**src/hdl/tpn_pkg.sv**
```systemverilog
// Shared types, constants and controller codes for the topic posterior normaliser.
package tpn_pkg;

  // Default number of topics in one vector
  localparam int unsigned TOPICS_DEFAULT = 16;

  // Reciprocal format: Q16.32, 48 bits, one quotient bit per divide step
  localparam int unsigned INV_W     = 48;
  localparam int unsigned STEP_W    = $clog2(INV_W);
  localparam logic [INV_W-1:0] INV_MAX = {INV_W{1'b1}};

  // Sums up to this value give a reciprocal of at least 2^48, so it saturates
  localparam logic [31:0] RECIP_SAT_LIMIT = 32'h0001_0000;
  // Partial remainder before the first quotient bit: 2^64 >> 48
  localparam logic [31:0] REM_INIT = 32'h0001_0000;

  // Status codes
  localparam logic [1:0] STATUS_OK       = 2'd0;
  localparam logic [1:0] STATUS_ZERO     = 2'd1;
  localparam logic [1:0] STATUS_OVERFLOW = 2'd2;

  // One input word
  typedef struct packed {
    logic [15:0] theta_value;
    logic [15:0] phi_value;
    logic        last_element;
  } in_t;

  // One result word
  typedef struct packed {
    logic [31:0]      weight;
    logic [INV_W-1:0] inverse_sum;
    logic             last_result;
    logic [1:0]       status;
  } out_t;

  // Controller states
  typedef enum logic [2:0] {
    ST_IDLE,
    ST_LOAD,
    ST_RECIP_INIT,
    ST_RECIP,
    ST_EMIT,
    ST_DRAIN
  } ctrl_state_t;

  // Controller to datapath commands
  typedef struct packed {
    logic capture;     // register the accepted word
    logic store;       // multiply, store and accumulate
    logic recip_init;  // set up the divider
    logic recip_step;  // one quotient bit
    logic issue;       // read one stored product into the output pipeline
    logic clear;       // end of run
  } cmd_t;

  // Datapath to controller status
  typedef struct packed {
    logic last_seen;   // captured word carried the last marker
    logic recip_sat;   // reciprocal saturates, no divide needed
    logic recip_done;  // final quotient bit this step
    logic issue_last;  // this issue reads the final stored product
    logic pipe_empty;  // output pipeline holds nothing
  } stat_t;

endpackage

```
**src/hdl/tpn_ctrl.sv**
```systemverilog
// Controller state machine for the topic posterior normaliser.
module tpn_ctrl (
  input  logic           clk,
  input  logic           rst,
  input  logic           start,
  output logic           busy,
  input  tpn_pkg::stat_t stat,
  output tpn_pkg::cmd_t  cmd
);

  tpn_pkg::ctrl_state_t state;
  tpn_pkg::ctrl_state_t state_next;

  // State register
  always_ff @(posedge clk) begin
    if (rst) begin
      state <= tpn_pkg::ST_IDLE;
    end else begin
      state <= state_next;
    end
  end

  // Next state
  always_comb begin
    state_next = state;
    case (state)
      tpn_pkg::ST_IDLE: begin
        if (start) state_next = tpn_pkg::ST_LOAD;
      end
      tpn_pkg::ST_LOAD: begin
        state_next = stat.last_seen ? tpn_pkg::ST_RECIP_INIT : tpn_pkg::ST_IDLE;
      end
      tpn_pkg::ST_RECIP_INIT: begin
        state_next = stat.recip_sat ? tpn_pkg::ST_EMIT : tpn_pkg::ST_RECIP;
      end
      tpn_pkg::ST_RECIP: begin
        if (stat.recip_done) state_next = tpn_pkg::ST_EMIT;
      end
      tpn_pkg::ST_EMIT: begin
        if (stat.issue_last) state_next = tpn_pkg::ST_DRAIN;
      end
      tpn_pkg::ST_DRAIN: begin
        if (stat.pipe_empty) state_next = tpn_pkg::ST_IDLE;
      end
      default: state_next = tpn_pkg::ST_IDLE;
    endcase
  end

  // Outputs
  always_comb begin
    cmd  = '0;
    busy = 1'b1;
    case (state)
      tpn_pkg::ST_IDLE: begin
        busy        = 1'b0;
        cmd.capture = start;
      end
      tpn_pkg::ST_LOAD:       cmd.store      = 1'b1;
      tpn_pkg::ST_RECIP_INIT: cmd.recip_init = 1'b1;
      tpn_pkg::ST_RECIP:      cmd.recip_step = 1'b1;
      tpn_pkg::ST_EMIT:       cmd.issue      = 1'b1;
      tpn_pkg::ST_DRAIN:      cmd.clear      = stat.pipe_empty;
      default:                cmd            = '0;
    endcase
  end

endmodule

```
**config.mk**
```make
export PLATFORM = sky130hd
export DESIGN_NAME = tpn_ctrl
export DESIGN_NICKNAME = d
export VERILOG_FILES = /design/src/hdl/tpn_pkg.sv /design/src/hdl/tpn_ctrl.sv
export SDC_FILE = /design/constraint.sdc
export NUM_CORES = 1
export LEC_CHECK = 0
export ABC_AREA = 1
export BUFFER_PORTS_ARGS = -buffer_cell sky130_fd_sc_hd__clkbuf_2
export CORE_AREA = 2 2 39 41
export CTS_BUF_LIST = sky130_fd_sc_hd__clkbuf_16
export DETAILED_ROUTE_END_ITERATION = 7
export DIE_AREA = 0 0 41 43
export PLACE_DENSITY_LB_ADDON = 0.2
export SLEW_MARGIN = 20
export SYNTH_ARGS = -nofsm -noshare
export SYNTH_HDL_FRONTEND = slang
export SYNTH_SLANG_ARGS = --single-unit
```
**constraint.sdc**
```tcl
create_clock -name clk -period 1.1 [get_ports clk]
set_input_delay 0.055 -clock clk [delete_from_list [all_inputs] [get_ports clk]]
set_output_delay 0.055 -clock clk [all_outputs]
set_load 0.1 [all_outputs]
```
==> impl_metrics.py <==
metrics = {
    "timing": {
        "grt_setup_unrepaired": "true",
        "hold_viol_final": 0,
        "worstMarginPinSlew_ns": 0.253,
        "setup_violations": 7,
        "period_needed_ns": 1.19,
        "maxSlewViolCount": 0,
        "fmax_mhz": 843,
        "post-route-period-util_pct": 108,
        "finalClockSkew_ns": 0.000903,
        "fin_hold_ws_ns": 0.0753,
        "slew_headroom_pct": 83.0,
        "setup_ws_ns": -0.0857,
        "setup_tns_ns": -0.424,
    },
    "flow_run": {
        "drv_cap": 0,
    },
    "global_route": {
        "grt_use_total_pct": 10.6,
        "grt_pass1_vias": 305,
        "grt_pass1_wl_mm": 1.28,
        "grt_start_max_net_pins": 7,
        "antenna_found_initial": 0,
        "grt_overflow": 0,
    },
    "worst_setup_path": {
        "max_stage_delay_ns": 0.35,
        "crit_type": "flop to output pin",
        "crit_slowest_cell": "dfxtp_4",
        "cp.required_ns": 1.04,
        "path_max_fanout": 5,
        "crit_arrival_ns": 1.13,
        "ff2ff_setup_slack_ns": -0.01,
        "worstSetupEndpointType": "output pin",
        "path_cells": "buf_6, nor3_4, buf_12",
        "start_kind": "flop",
    },
    "logic_synthesis": {
        "ys_ff_latch": 3,
        "postSynthCellCount": 47,
        "async_reset_ff_share_pct": 0,
        "yosys.cell_types.count": 10,
        "yosysTopAreaCellShare_pct": 24.5,
        "syn_area_per_cell_um2": 5.22,
        "synth_ff_type": "dfxtp_1",
        "synth_fp_nets": 55,
        "synth_top_cell_by_area": "dfxtp_1",
        "yosys.cell_count.top_type": "nand2_1",
        "netlist_area_um2": 245,
        "synth_edf_count": 0,
        "yosysWarnings": 0,
        "yosysSeqAreaShare_pct": 24.5,
        "synth_area_leaders": "dfxtp_1 (24%), nand2_1 (21%), inv_1 (14%)",
        "ys_top_cells_by_count": "nand2_1 (14), inv_1 (9), nor2_1 (8), nand3_1 (4), nor2_2 (4)",
    },
    "clock_network": {
        "htree_levels": 1,
        "clk_path_buf_depth": 2,
        "cts_tree": "yes",
        "clk_latency_ns": 0.22,
        "cts_hold_buf": 0,
        "ctsRootBufferMaster": "clkbuf_16",
        "cts_buffers": 3,
        "cts.clk_slew.worst_paths_ns": 0.03,
        "numClockSinks": 3,
    },
    "floorplanning": {
        "dieArea_um2": 1760,
        "die_w_um": 41,
        "coreArea_um2": 1380,
        "die_h_um": 43,
        "ios": 15,
        "start_util_pct": 17.7,
        "num_rows": 14,
    },
    "drt": {
        "drt-pass1-iter-count": 4,
        "ant_nets": 0,
        "drt-initial-drc-count": 6,
        "vias": 340,
        "vias_per_cell": 3.95,
        "drt_drc_violations_left": 0,
        "wirelength_um": 754,
        "wl_per_cell_um": 8.77,
    },
    "placement": {
        "dpl.hpwl_um": 587,
        "gp_congestion": 0.777,
        "io_buffers": 14,
    },
    "run_status": {
        "violations": "negative setup slack",
        "status": "finished, violations left",
    },
    "final_layout": {
        "nNetsFinal": 79,
        "top_regs": "state x3",
        "drive_above_1_share_pct": 55.7,
        "area_growth_syn_to_layout_pct": 167,
        "diodes": 0,
        "largest_reg_flops": 3,
        "top_register": "state",
    },
    "hold_path": {
        "hold_class": "input port to flop",
    },
}
stage by stage:
step | util (%) | instance area (um^2) | cells | setup WS [ns]
6_report | 47.3 | 654 | 86 | -0.0857
5_1_grt | 47.3 | 654 | 86 | -0.135
4_1_cts | 46.1 | 638 | 85 | -0.0898
3_5_place_dp | 39.4 | 546 | 81 | -0.00618
3_3_place_gp | 39.4 | 546 | 81 | 0.00898
2_1_floorplan | - | 320 | 47 | -0.477
area by class of cell:
cell class / instances / area (um^2)
fill: 140 / 729
clock inverter: 1 / 3.75
timing repair buffer: 19 / 220
clock buffer: 3 / 75.1
inverter: 11 / 51.3
sequential: 3 / 71.3
multi-input combinational: 33 / 213
tap: 16 / 20.0
metal layers:
layer / track usage (%) / wire (um)
met1: 14.1 / 322
met2: 15.6 / 356
met3: 1.57 / 56
met4: 6.00 / 19
met5: 0 / 0
worst max-delay path: cells and delay by family, from the launching register on:
family,cells,cell delay (ns)
DFF,1,0.35
buffers and inverters,2,0.34
and+or+nand+nor,1,0.21
layout by cell type (no fill, tap or decap), drive strengths merged:
cell type	instances
clkbuf	10
inv	12
nor4	1
nand3	4
dfxtp	3
nor2	12
nand2	14
nor3	1
a21oi	1
buf	12
cells by family (layout without fill, tap and decap cells):
kind of cell | Yosys count | count (layout) | share of synthesized area, %
buf+inv | 11 | 34 | 16.8
simple gates | 32 | 32 | 56.6
compound gates | 1 | 1 | 2.04
flops | 3 | 3 | 24.5
final timing paths:
path | end | cells after the start | start
max reg2reg | state[2] | 8 | state[2]
min | state[0] | 4 | rst
max | cmd[4] | 3 | state[2]
min reg2reg | state[0] | 2 | state[0]
what timing repair did:
item,CTS,global route
setup buffers,1,1
resized for setup,4,3
pin swaps,4,2
endpoints found under the setup margin,9,9
Power is left out: the tool's default activity adds up to more than one toggle a clock period on the data nets, which glitch-free logic cannot reach.
